File: config.mk
export PLATFORM = sky130hd
export DESIGN_NAME = integer_display_formatter_top_flat
export DESIGN_NICKNAME = d
export VERILOG_FILES = /design/src/rtl/idf_pkg.sv /design/src/rtl/idf_req_if.sv /design/src/rtl/idf_rsp_if.sv /design/src/rtl/integer_display_formatter_top.sv /design/src/flat_wrapper.sv
export SDC_FILE = /design/constraint.sdc
export NUM_CORES = 1
export LEC_CHECK = 0
export BUFFER_PORTS_ARGS = -buffer_cell sky130_fd_sc_hd__buf_2
export CAP_MARGIN = 10
export CORE_UTILIZATION = 55
export DETAILED_ROUTE_END_ITERATION = 7
export PLACE_DENSITY = 0.81
export SYNTH_ARGS = -nofsm -noshare
export SYNTH_HDL_FRONTEND = slang
export SYNTH_SLANG_ARGS = --single-unit
File: constraint.sdc
create_clock -name clock -period 8.6 [get_ports clock]
set_clock_uncertainty 0.15 [all_clocks]
set_input_delay 0.86 -clock clock [delete_from_list [all_inputs] [get_ports clock]]
set_output_delay 0.86 -clock clock [all_outputs]
set_load 0.05 [all_outputs]
File: src/rtl/idf_pkg.sv
`timescale 1ns / 1ps
// ============================================================================
// Integer display formatter package
// Widths, format codes and register indexes shared by the channel
// interfaces, the formatter and its testbench.
// ============================================================================
package idf_pkg;

   localparam int VALUE_WIDTH = 16;
   localparam int CHAR_WIDTH  = 8;

   // Output formats selected by the out_format register.
   typedef enum logic [1:0] {
      MODE_HEX = 2'd0,
      MODE_DEC = 2'd1,
      MODE_BIN = 2'd2,
      MODE_RAW = 2'd3
   } out_format_type;

   // Register indexes; register i sits at byte address 4*i.
   localparam logic [1:0] REG_OUT_FORMAT = 2'd0;
   localparam logic [1:0] REG_WIDE_WORD  = 2'd1;
   localparam logic [1:0] REG_BIT_COUNT  = 2'd2;
   localparam logic [1:0] REG_QUIET      = 2'd3;

endpackage

File: src/rtl/idf_req_if.sv
`timescale 1ns / 1ps
// ============================================================================
// Formatter request channel
// Carries one 16-bit value to be formatted per word.
// ============================================================================
interface idf_req_if
   import idf_pkg::*;
   ();

   logic                   valid;
   logic                   ready;
   logic [VALUE_WIDTH-1:0] value;

   modport source (output valid, output value, input ready);
   modport sink   (input valid, input value, output ready);

endinterface

File: src/rtl/idf_rsp_if.sv
`timescale 1ns / 1ps
// ============================================================================
// Formatter response channel
// Carries one output character per word and a flag on the final one.
// ============================================================================
interface idf_rsp_if
   import idf_pkg::*;
   ();

   logic                  valid;
   logic                  ready;
   logic [CHAR_WIDTH-1:0] character;
   logic                  last;

   modport source (output valid, output character, output last, input ready);
   modport sink   (input valid, input character, input last, output ready);

endinterface

File: src/rtl/integer_display_formatter_top.sv
`timescale 1ns / 1ps
// ============================================================================
// Integer display formatter
// Turns 16-bit values into streams of ASCII characters (hex, decimal,
// binary) or raw bytes, one character per output word.
// ============================================================================
// Usage:
// A value enters on the request channel when valid and ready are both high.
// After an optional mask to the low bit_count bits it leaves on the response
// channel as a run of characters, one per word, with last set on the final
// one. Hex gives 4 or 6 characters, decimal 1 to 5, binary 10 or 21 and raw
// bytes 1 or 2. With quiet set a value is taken and produces no words.
// A value passes the front stages and the serializer register before its
// first character leaves. The front pipeline takes a new value every cycle
// unless held; throughput is set by the serializer at the end, which sends
// one character per cycle while ready is high and loads the next value as
// the final one is taken; words of consecutive values follow without a gap.
// Registers are written over the APB port; the user must write them only
// while no value is in flight; the block does not enforce it. A synchronous
// reset empties every stage and loads the register reset values (hex, byte
// width, bit count of eight, quiet off). When the receiver holds ready low
// the current character stays on the port, and the stages behind it fill up and hold.
// ============================================================================
module integer_display_formatter_top
   import idf_pkg::*;
   (
   input  logic         clock,
   input  logic         reset,
   idf_req_if.sink      req_ch,
   idf_rsp_if.source    rsp_ch,
   input  logic         psel,
   input  logic         penable,
   input  logic         pwrite,
   input  logic [3:0]   paddr,
   input  logic [31:0]  pwdata,
   output logic [31:0]  prdata,
   output logic         pready
   );

   // Longest character run of one value (wide binary).
   localparam int MAX_CHARS  = 21;
   localparam int CNT_WIDTH  = $clog2(MAX_CHARS + 1);
   localparam int BCD_WIDTH  = 20;
   localparam int DEC_DIGITS = 5;

   localparam logic [CHAR_WIDTH-1:0] CHAR_ZERO  = 8'h30;
   localparam logic [CHAR_WIDTH-1:0] CHAR_ONE   = 8'h31;
   localparam logic [CHAR_WIDTH-1:0] CHAR_X     = 8'h78;
   localparam logic [CHAR_WIDTH-1:0] CHAR_B     = 8'h62;
   localparam logic [CHAR_WIDTH-1:0] CHAR_SPACE = 8'h20;
   // 'A' minus ten, so that a nibble of ten or more maps onto 'A'..'F'.
   localparam logic [CHAR_WIDTH-1:0] CHAR_ALPHA_BASE = 8'h37;

   // Upper-case hex digit for one nibble.
   function automatic logic [CHAR_WIDTH-1:0] hex_char(input logic [3:0] nib);
      logic [CHAR_WIDTH-1:0] base;
      base = (nib < 4'd10) ? CHAR_ZERO : CHAR_ALPHA_BASE;
      return base + {4'h0, nib};
   endfunction

   // Eight shift-and-add-three steps of the double-dabble conversion,
   // taking the bits of one byte MSB first.
   function automatic logic [BCD_WIDTH-1:0] dabble_byte(input logic [BCD_WIDTH-1:0] bcd_in,
                                                        input logic [7:0]           bits);
      logic [BCD_WIDTH-1:0] acc;
      logic [7:0]           sh;
      acc = bcd_in;
      sh  = bits;
      for (int step = 0; step < 8; step++) begin
         for (int n = 0; n < DEC_DIGITS; n++) begin
            if (acc[4*n +: 4] >= 4'd5) begin
               acc[4*n +: 4] = acc[4*n +: 4] + 4'd3;
            end
         end
         acc = {acc[BCD_WIDTH-2:0], sh[7]};
         sh  = {sh[6:0], 1'b0};
      end
      return acc;
   endfunction

   // ------------------------------------------------------------------------
   // Configuration registers. pready is tied high, so a write completes in
   // its access cycle.
   // ------------------------------------------------------------------------
   out_format_type out_format_ff;
   logic           wide_word_ff;
   logic [4:0]     bit_count_ff;
   logic           quiet_ff;
   logic           csr_write;

   assign pready    = 1'b1;
   assign csr_write = psel && penable && pwrite && pready;

   always_ff @(posedge clock) begin
      if (reset) begin
         out_format_ff <= MODE_HEX;
         wide_word_ff  <= 1'b0;
         bit_count_ff  <= 5'd8;
         quiet_ff      <= 1'b0;
      end else if (csr_write) begin
         unique case (paddr[3:2])
            REG_OUT_FORMAT: out_format_ff <= out_format_type'(pwdata[1:0]);
            REG_WIDE_WORD:  wide_word_ff  <= pwdata[0];
            REG_BIT_COUNT:  bit_count_ff  <= pwdata[4:0];
            REG_QUIET:      quiet_ff      <= pwdata[0];
         endcase
      end
   end

   always_comb begin
      unique case (paddr[3:2])
         REG_OUT_FORMAT: prdata = {30'h0, out_format_ff};
         REG_WIDE_WORD:  prdata = {31'h0, wide_word_ff};
         REG_BIT_COUNT:  prdata = {27'h0, bit_count_ff};
         REG_QUIET:      prdata = {31'h0, quiet_ff};
      endcase
   end

   // ------------------------------------------------------------------------
   // Pipeline handshake. Every stage moves when it is empty or when the
   // stage after it moves, so a stall holds everything in place.
   // ------------------------------------------------------------------------
   logic s1_valid_ff, s2_valid_ff, s3_valid_ff, s4_valid_ff, ser_valid_ff;
   logic s1_ready, s2_ready, s3_ready, s4_ready, ser_ready;
   logic [CNT_WIDTH-1:0] ser_count_ff;
   logic                 ser_final;

   assign ser_final = (ser_count_ff == CNT_WIDTH'(1));
   assign ser_ready = !ser_valid_ff || (rsp_ch.ready && ser_final);
   assign s4_ready  = !s4_valid_ff || ser_ready;
   assign s3_ready  = !s3_valid_ff || s4_ready;
   assign s2_ready  = !s2_valid_ff || s3_ready;
   assign s1_ready  = !s1_valid_ff || s2_ready;

   assign req_ch.ready = s1_ready;

   // ------------------------------------------------------------------------
   // Stage 1: mask to bit_count bits, and drop the high byte in byte width.
   // A quiet value is taken and discarded here.
   // ------------------------------------------------------------------------
   logic [VALUE_WIDTH-1:0] keep_mask;
   logic [VALUE_WIDTH-1:0] masked_value;
   logic [VALUE_WIDTH-1:0] s1_value_ff;

   assign keep_mask    = bit_count_ff[4] ? {VALUE_WIDTH{1'b1}}
                       : VALUE_WIDTH'(~({VALUE_WIDTH{1'b1}} << bit_count_ff[3:0]));
   assign masked_value = req_ch.value & keep_mask;

   always_ff @(posedge clock) begin
      if (reset) begin
         s1_valid_ff <= 1'b0;
      end else if (s1_ready) begin
         s1_valid_ff <= req_ch.valid && !quiet_ff;
      end
   end

   always_ff @(posedge clock) begin
      if (s1_ready) begin
         s1_value_ff <= wide_word_ff ? masked_value : {8'h00, masked_value[7:0]};
      end
   end

   // ------------------------------------------------------------------------
   // Stages 2 and 3: binary to BCD, the high byte in stage 2 and the low
   // byte in stage 3.
   // ------------------------------------------------------------------------
   logic [VALUE_WIDTH-1:0] s2_value_ff, s3_value_ff;
   logic [BCD_WIDTH-1:0]   s2_bcd_ff, s3_bcd_ff;

   always_ff @(posedge clock) begin
      if (reset) begin
         s2_valid_ff <= 1'b0;
         s3_valid_ff <= 1'b0;
      end else begin
         if (s2_ready) begin
            s2_valid_ff <= s1_valid_ff;
         end
         if (s3_ready) begin
            s3_valid_ff <= s2_valid_ff;
         end
      end
   end

   always_ff @(posedge clock) begin
      if (s2_ready) begin
         s2_value_ff <= s1_value_ff;
         s2_bcd_ff   <= dabble_byte('0, s1_value_ff[15:8]);
      end
      if (s3_ready) begin
         s3_value_ff <= s2_value_ff;
         s3_bcd_ff   <= dabble_byte(s2_bcd_ff, s2_value_ff[7:0]);
      end
   end

   // ------------------------------------------------------------------------
   // Stage 4: lay out the full character run of the value and its length.
   // ------------------------------------------------------------------------
   logic [3:0]            dec_digit [DEC_DIGITS];
   logic [2:0]            dec_top;
   logic [2:0]            dec_lead;
   logic                  dec_seen;
   logic [2:0]            dec_count;
   logic [2:0]            dec_pos [DEC_DIGITS];
   logic [CHAR_WIDTH-1:0] build_char [MAX_CHARS];
   logic [CNT_WIDTH-1:0]  build_count;

   // Decimal: top digit place and the leading zeros to skip. The units
   // digit is always sent.
   always_comb begin
      for (int k = 0; k < DEC_DIGITS; k++) begin
         dec_digit[k] = s3_bcd_ff[4*k +: 4];
      end
      dec_top  = wide_word_ff ? 3'd4 : 3'd2;
      dec_lead = 3'd0;
      dec_seen = 1'b0;
      for (int k = DEC_DIGITS - 1; k >= 1; k--) begin
         if (3'(k) <= dec_top) begin
            if (dec_digit[k] != 4'd0) begin
               dec_seen = 1'b1;
            end else if (!dec_seen) begin
               dec_lead = dec_lead + 3'd1;
            end
         end
      end
      dec_count = dec_top + 3'd1 - dec_lead;
      for (int i = 0; i < DEC_DIGITS; i++) begin
         dec_pos[i] = dec_top - dec_lead - 3'(i);
      end
   end

   always_comb begin
      for (int i = 0; i < MAX_CHARS; i++) begin
         build_char[i] = CHAR_ZERO;
      end
      build_count = '0;
      unique case (out_format_ff)
         MODE_HEX: begin
            build_char[0] = CHAR_ZERO;
            build_char[1] = CHAR_X;
            if (wide_word_ff) begin
               build_char[2] = hex_char(s3_value_ff[15:12]);
               build_char[3] = hex_char(s3_value_ff[11:8]);
               build_char[4] = hex_char(s3_value_ff[7:4]);
               build_char[5] = hex_char(s3_value_ff[3:0]);
               build_count   = CNT_WIDTH'(6);
            end else begin
               build_char[2] = hex_char(s3_value_ff[7:4]);
               build_char[3] = hex_char(s3_value_ff[3:0]);
               build_count   = CNT_WIDTH'(4);
            end
         end
         MODE_DEC: begin
            for (int i = 0; i < DEC_DIGITS; i++) begin
               if (3'(i) < dec_count) begin
                  build_char[i] = CHAR_ZERO | {4'h0, dec_digit[dec_pos[i]]};
               end
            end
            build_count = CNT_WIDTH'(dec_count);
         end
         MODE_BIN: begin
            build_char[0] = CHAR_ZERO;
            build_char[1] = CHAR_B;
            if (wide_word_ff) begin
               for (int i = 0; i < 8; i++) begin
                  build_char[2 + i]  = s3_value_ff[15 - i] ? CHAR_ONE : CHAR_ZERO;
                  build_char[13 + i] = s3_value_ff[7 - i] ? CHAR_ONE : CHAR_ZERO;
               end
               build_char[10] = CHAR_SPACE;
               build_char[11] = CHAR_ZERO;
               build_char[12] = CHAR_B;
               build_count    = CNT_WIDTH'(21);
            end else begin
               for (int i = 0; i < 8; i++) begin
                  build_char[2 + i] = s3_value_ff[7 - i] ? CHAR_ONE : CHAR_ZERO;
               end
               build_count = CNT_WIDTH'(10);
            end
         end
         MODE_RAW: begin
            if (wide_word_ff) begin
               build_char[0] = s3_value_ff[15:8];
               build_char[1] = s3_value_ff[7:0];
               build_count   = CNT_WIDTH'(2);
            end else begin
               build_char[0] = s3_value_ff[7:0];
               build_count   = CNT_WIDTH'(1);
            end
         end
      endcase
   end

   logic [CHAR_WIDTH-1:0] s4_char_ff [MAX_CHARS];
   logic [CNT_WIDTH-1:0]  s4_count_ff;

   always_ff @(posedge clock) begin
      if (reset) begin
         s4_valid_ff <= 1'b0;
      end else if (s4_ready) begin
         s4_valid_ff <= s3_valid_ff;
      end
   end

   always_ff @(posedge clock) begin
      if (s4_ready) begin
         s4_char_ff  <= build_char;
         s4_count_ff <= build_count;
      end
   end

   // ------------------------------------------------------------------------
   // Serializer: a shift line that presents one character per word. The
   // next run loads in the cycle the final character is taken.
   // ------------------------------------------------------------------------
   logic [CHAR_WIDTH-1:0] ser_char_ff [MAX_CHARS];
   logic                  rsp_take;

   assign rsp_take = ser_valid_ff && rsp_ch.ready;

   always_ff @(posedge clock) begin
      if (reset) begin
         ser_valid_ff <= 1'b0;
         ser_count_ff <= '0;
      end else if (ser_ready) begin
         ser_valid_ff <= s4_valid_ff;
         ser_count_ff <= s4_count_ff;
      end else if (rsp_take) begin
         ser_count_ff <= ser_count_ff - CNT_WIDTH'(1);
      end
   end

   always_ff @(posedge clock) begin
      if (ser_ready) begin
         ser_char_ff <= s4_char_ff;
      end else if (rsp_take) begin
         for (int i = 0; i < MAX_CHARS - 1; i++) begin
            ser_char_ff[i] <= ser_char_ff[i + 1];
         end
         ser_char_ff[MAX_CHARS-1] <= CHAR_ZERO;
      end
   end

   assign rsp_ch.valid     = ser_valid_ff;
   assign rsp_ch.character = ser_char_ff[0];
   assign rsp_ch.last      = ser_final;

endmodule

File: src/flat_wrapper.sv
// flat-port wrapper written by rule: the top's interface ports become plain ports
module integer_display_formatter_top_flat import idf_pkg::*;
  (clock, reset, psel, penable, pwrite, paddr, pwdata, prdata, pready, req_ch_valid, req_ch_value, req_ch_ready, rsp_ch_valid, rsp_ch_character, rsp_ch_last, rsp_ch_ready);
  idf_req_if req_ch_i ();
  idf_rsp_if rsp_ch_i ();
  input  logic clock;
  input  logic reset;
  input  logic psel;
  input  logic penable;
  input  logic pwrite;
  input  logic [3:0] paddr;
  input  logic [31:0] pwdata;
  output logic [31:0] prdata;
  output logic pready;
  input wire logic [$bits(req_ch_i.valid)-1:0] req_ch_valid;
  input wire logic [$bits(req_ch_i.value)-1:0] req_ch_value;
  output wire logic [$bits(req_ch_i.ready)-1:0] req_ch_ready;
  output wire logic [$bits(rsp_ch_i.valid)-1:0] rsp_ch_valid;
  output wire logic [$bits(rsp_ch_i.character)-1:0] rsp_ch_character;
  output wire logic [$bits(rsp_ch_i.last)-1:0] rsp_ch_last;
  input wire logic [$bits(rsp_ch_i.ready)-1:0] rsp_ch_ready;
  assign req_ch_i.valid = req_ch_valid;
  assign req_ch_i.value = req_ch_value;
  assign req_ch_ready = req_ch_i.ready;
  assign rsp_ch_valid = rsp_ch_i.valid;
  assign rsp_ch_character = rsp_ch_i.character;
  assign rsp_ch_last = rsp_ch_i.last;
  assign rsp_ch_i.ready = rsp_ch_ready;
  integer_display_formatter_top u_core (.clock(clock), .reset(reset), .req_ch(req_ch_i), .rsp_ch(rsp_ch_i), .psel(psel), .penable(penable), .pwrite(pwrite), .paddr(paddr), .pwdata(pwdata), .prdata(prdata), .pready(pready));
endmodule
======== After elaboration in Yosys (flattened, before gate mapping) ========
Cells that the tools add are included.
storage, ports and cells
  register bits ........................... 438
  latch bits .............................. 0
  memory bits (writable) .................. 0
  memory bits (read-only) ................. 0
  word-level logic and storage cells ...... 386
  memories ................................ 0
operators by class
  add/subtract/negate cells ............... 60
  multipliers ............................. 0
  div/mod/pow operators ................... 0
  magnitude comparators ................... 63
  eq/ne operators ......................... 7
  shift-type cells ........................ 1
  mux-type cells .......................... 161
  bitwise operators ....................... 7
  reduce and logical (&&, ||, !) cells .... 28
operators by type and width
  operator               number
  $mux W4                86
  $mux W168              2
  $ge A4 B3 Y1 const B   42
  $add A4 B2 Y4 const B  35
  $pmux W32 S4           1
  $mux W85               1
  $mux W3                28
  $pmux W24 S3           1
  $mux W64               1
  $pmux W16 S4           1
  $bmux W4 S3            5
  $mux W16               3
  $add A8 B4 Y8          4
  $mux W1                23
  $add A3 B2 Y3 const B  7
  $ge A4 B4 Y1 const B   5
  $not A3 Y4             5
  $pmux W5 S4            1
  $and A16 B16 Y16       1
  $lt A4 B4 Y1 const B   4
  $mux W8                2
  $not A16 Y16           1
  $pmux W8 S2            1
  $reduce_bool A4 Y1     4
  28 further kinds       63

======== Logic depth before layout (Yosys ltp) ========
  depth after elaboration ................. 26
  mapped depth ............................ 38
  depth with buffers taken out ............ 35

======== Worst setup path before layout ========
Ideal clock, no wire load.
  kind .................................... register to register
  start ................................... register u_core.s2_value_ff[8] (netlist name)
  end ..................................... register u_core.s3_bcd_ff[5] (data pin)
  setup time .............................. 0.259 ns
  arrival ................................. 6.236 ns
  required time ........................... 8.191 ns
  slack ................................... 1.955 ns
  cell stages (with the launch flop) ...... 38
  buffers on the path ..................... 3
  path through ............................ edfxtp_1 -> buf_2 -> inv_1 -> ha_1 -> buf_6 -> nor2b_4 -> nor3_1 -> nor2_1 -> inv_1 -> ha_1 -> a21oi_1 -> o211a_1 -> or2_2 -> ha_1 -> nor3_1 -> a22oi_1 -> a211oi_2 -> nor2_1 -> [... 2 more ...] -> o21bai_1 -> a211o_1 -> inv_1 -> ha_1 -> or2_2 -> a211o_1 -> o21ai_2 -> a21oi_1 -> a31oi_1 -> buf_6 -> inv_1 -> ha_1 -> nor2_1 -> inv_1 -> o21ba_1 -> o21ba_2 -> and3_1 -> a211o_1
RTL lines
  item                    line                                  text
  end signal: assignment  integer_display_formatter_top.sv:191  s3_bcd_ff <= dabble_byte(s2_bcd_ff, s2_value_ff[7:0]);
  end: declaration        integer_display_formatter_top.sv:168  logic [BCD_WIDTH-1:0] s2_bcd_ff, s3_bcd_ff;

==> impl_results.md <==
- DR vias: 11.52k
- CTS tree: yes
- Clock transition at path regs: 0.06 ns
- Met1 Track Usage GR: 29.11%
- Antenna Violating Nets Remaining: 0
- Measured slew at the worst slew-check pin: 1.030 ns
- Core ar.: 26280 um^2
- Critical path type: reg -> reg
- Met2 Use GR: 39.97%
- Cells after DPL: 1890
- Critical path's slowest cell: edfxtp_1
- Max-cap violations: 0
- First-pass GRT wire length: 52.25 mm
- Outcome: complete, but fails checks
- DR iter-0 viols: 1060
- Post-synth top flop: edfxtp_1
- Post-CTS sizing: 0
- Vias in the first global route: 10.66k
- Yosys cell types: 107
- Via density: 5.957
- Register bit total from synthesis: 231
- Residual DRC count: 2
- Final WL: 32.08 mm
- # nets final: 1705
- First-pass DRT Iterations: 7
- Share of layout cells above drive strength 1: 9.694%
- Die Wd: 166.6 um
- Failing checks: design-rule violations
- Avg Synthesized Cell Area: 9.451 um^2
- Leakage: 6.654 nW
- Cells after synthesis: 1576
- Final Setup Violations: 0
- Worst-case clock buffer depth: 3
- Io pins: 103
- Finished Layout Cells: 1934
- Total track usage: 22.85%
- Pin count of the biggest net entering global routing: 82
- Maximum VDD drop: 197.1 uV
- Number of cell rows: 59
- TritonCTS Buffers: 25
- Worst Path Arrival: 7.52 ns
- Antenna violations before repair: 0
- Pins Over Slew Limit: 0
- GR peak layer: met2
- Post CTS Setup Buffer Count: 0
- Final Hold Fails: 0
- Die area: 27740 um^2
- Fmax: 134.9 MHz
- Post-synthesis cell area: 14890 um^2
- Root Buffer: clkbuf_16
- Slew headroom: 31.17%
- CTS H-tree lvls: 1
- CP required: 8.71 ns
- Initial core utilization: 56.67%
- Layout area overhead: 7.174%
- Hold WC Path Type: reg -> reg
- Fillers: 2157
- Worst-path fanout max: 11
- Post-layout minimum cycle time: 7.413 ns
- Seq/Total Area, Yosys: 45.30%
- Asr flop ratio synth: 0%
- Crit path capture type: flop
- Final HPWL DP: 22.85 mm
- Met3 Resource Use GR: 2.780%
- GP Congestion: 0.9321
- RSZ-0062 raised after global routing: no
- Chip Height: 166.6 um
- Wire length per cell: 16.58 um
- Most frequent cells in the layout: nand2_1, edfxtp_1, nor2_1
- Pwr per Cell Area: 176.2 nW/um^2
- Worst-Skew Late Latency: 0.51 ns
- EDFF count, synth: 212
- CP max stage delay: 0.52 ns
- Sink Count: 231
- Setup TNS: 0 ns
- Most common cell after layout, fill and taps aside: nand2_1
- Hold Slack: 0.2648 ns
- GR Overflow Total: 0
- Port Buf Inserts: 45
- Critical path startpoint category: flop
- N_diodes: 0
- Post-cts hold buffer count: 0
- YS warnings: 0
- Tcrit/Tclk final: 86.20%
==> critical path: cells and delay by family, from the launching register on <==
family / cells / cell delay (ns)
adders and majority gates: 6 / 1.34
AOI/OAI and AO/OA: 13 / 2.47
and+or+nand+nor: 9 / 1.90
buffers and inverters: 7 / 0.73
DFF: 1 / 0.52
==> cells in the mapped netlist (all sizes together), types with 7 or more instances <==
| cell | count | area [um^2] |
|---|---|---|
| or2 | 9 | 56.30 |
| ha | 59 | 738.2 |
| nand2b | 24 | 150.1 |
| a22oi | 16 | 120.1 |
| nand3 | 30 | 150.1 |
| xor2 | 8 | 70.07 |
| mux2 | 16 | 191.4 |
| a211o | 8 | 70.07 |
| buf | 47 | 336.6 |
| o21ai | 95 | 498.0 |
| nand2 | 274 | 1028 |
| clkbuf | 53 | 201.4 |
| o21a | 13 | 98.85 |
| o22ai | 22 | 151.4 |
| xnor2 | 27 | 244.0 |
| a221oi | 7 | 96.34 |
| a21o | 14 | 105.1 |
| a211oi | 12 | 105.1 |
| nor3 | 30 | 150.1 |
| and3 | 24 | 155.1 |
| mux2i | 47 | 486.7 |
| a21boi | 17 | 135.1 |
| o211ai | 12 | 100.1 |
| inv | 82 | 307.8 |
| a21oi | 94 | 478.0 |
| nor2 | 133 | 501.7 |
| dfxtp | 19 | 380.4 |
| nor2b | 21 | 146.4 |
| and2 | 34 | 212.7 |
| edfxtp | 212 | 6366 |
| a31oi | 11 | 68.82 |
| or3 | 9 | 56.30 |
==> worst paths after layout <==
kind	slack [ns]	startpoint	end	cells past startpoint
min	0.26	u_core.s2_value_ff[11]	u_core.s3_value_ff[11]	0
max reg2reg	1.19	u_core.s2_value_ff[8]	u_core.s3_bcd_ff[5]	35
min reg2reg	0.26	u_core.s2_value_ff[11]	u_core.s3_value_ff[11]	0
max	1.19	u_core.s2_value_ff[8]	u_core.s3_bcd_ff[5]	35
==> state kept, by name, summed over array words and instances (netlist names), 2 cells and up <==
| name | cells |
|---|---|
| u_core.s2_value_ff | 16 |
| u_core.s4_char_ff | 58 |
| u_core.s3_value_ff | 15 |
| u_core.rsp_ch.character | 8 |
| u_core.s1_value_ff | 16 |
| u_core.ser_char_ff | 65 |
| u_core.s4_count_ff | 5 |
| u_core.bit_count_ff | 5 |
| u_core.out_format_ff | 2 |
| u_core.s2_bcd_ff | 9 |
| u_core.s3_bcd_ff | 20 |
| u_core.ser_count_ff | 5 |
==> logic make-up (layout without fill, tap and decap cells) <==
group                      Yosys count  count (layout)  share of synthesized area (%)
AOI/OAI and AO/OA                  387             387                          17.78
and+or+nand+nor                    609             609                          18.68
other                                2              28                        0.05042
muxes                               65              65                          4.855
buffers and inverters              184             181                          5.729
adders and majority gates           63              63                          5.494
xor gates and xnor gates            35              35                          2.109
DFF                                231             231                          45.30
==> where the power goes <==
part           internal, mW  switching [mW]
Sequential             1.29          0.0409
Clock                 0.601           0.414
Combinational         0.154           0.310
Total                  2.05           0.765
==> per-stage QoR <==
step	worst slack [ns]	power (mW)	util (%)	cell area (um^2)
detailed placement	1.285	1.810	57.73	15170
finish	1.187	2.812	60.74	15960
floorplan	1.955	1.718	-	14990
global route	0.6000	2.915	60.74	15960
global placement	1.494	1.798	57.73	15170
CTS	1.215	2.819	60.66	15940
==> final cells by class <==
class	count	area [um^2]	share of cell area, %
Multi-Input combinational cell	1187	7405	46.39
Sequential cell	231	6746	42.26
Clock buffer	33	665.6	4.170
Tap cell	335	419.2	2.626
Inverter	84	315.3	1.975
Timing Repair Buffer	54	305.3	1.913
Clock inverter	10	106.4	0.6662
==> metal layers <==
| metal | part of all wire [%] | vias to the layer above | wire length [um] |
|---|---|---|---|
| li1 | - | 5610 | - |
| met1 | 42 | 5464 | 13450 |
| met2 | 49 | 370 | 15760 |
| met3 | 5.7 | 77 | 1829 |
| met4 | 3.2 | 0 | 1039 |
| met5 | 0 | - | 0 |
Note: power is estimated with default switching activity, not from simulation.
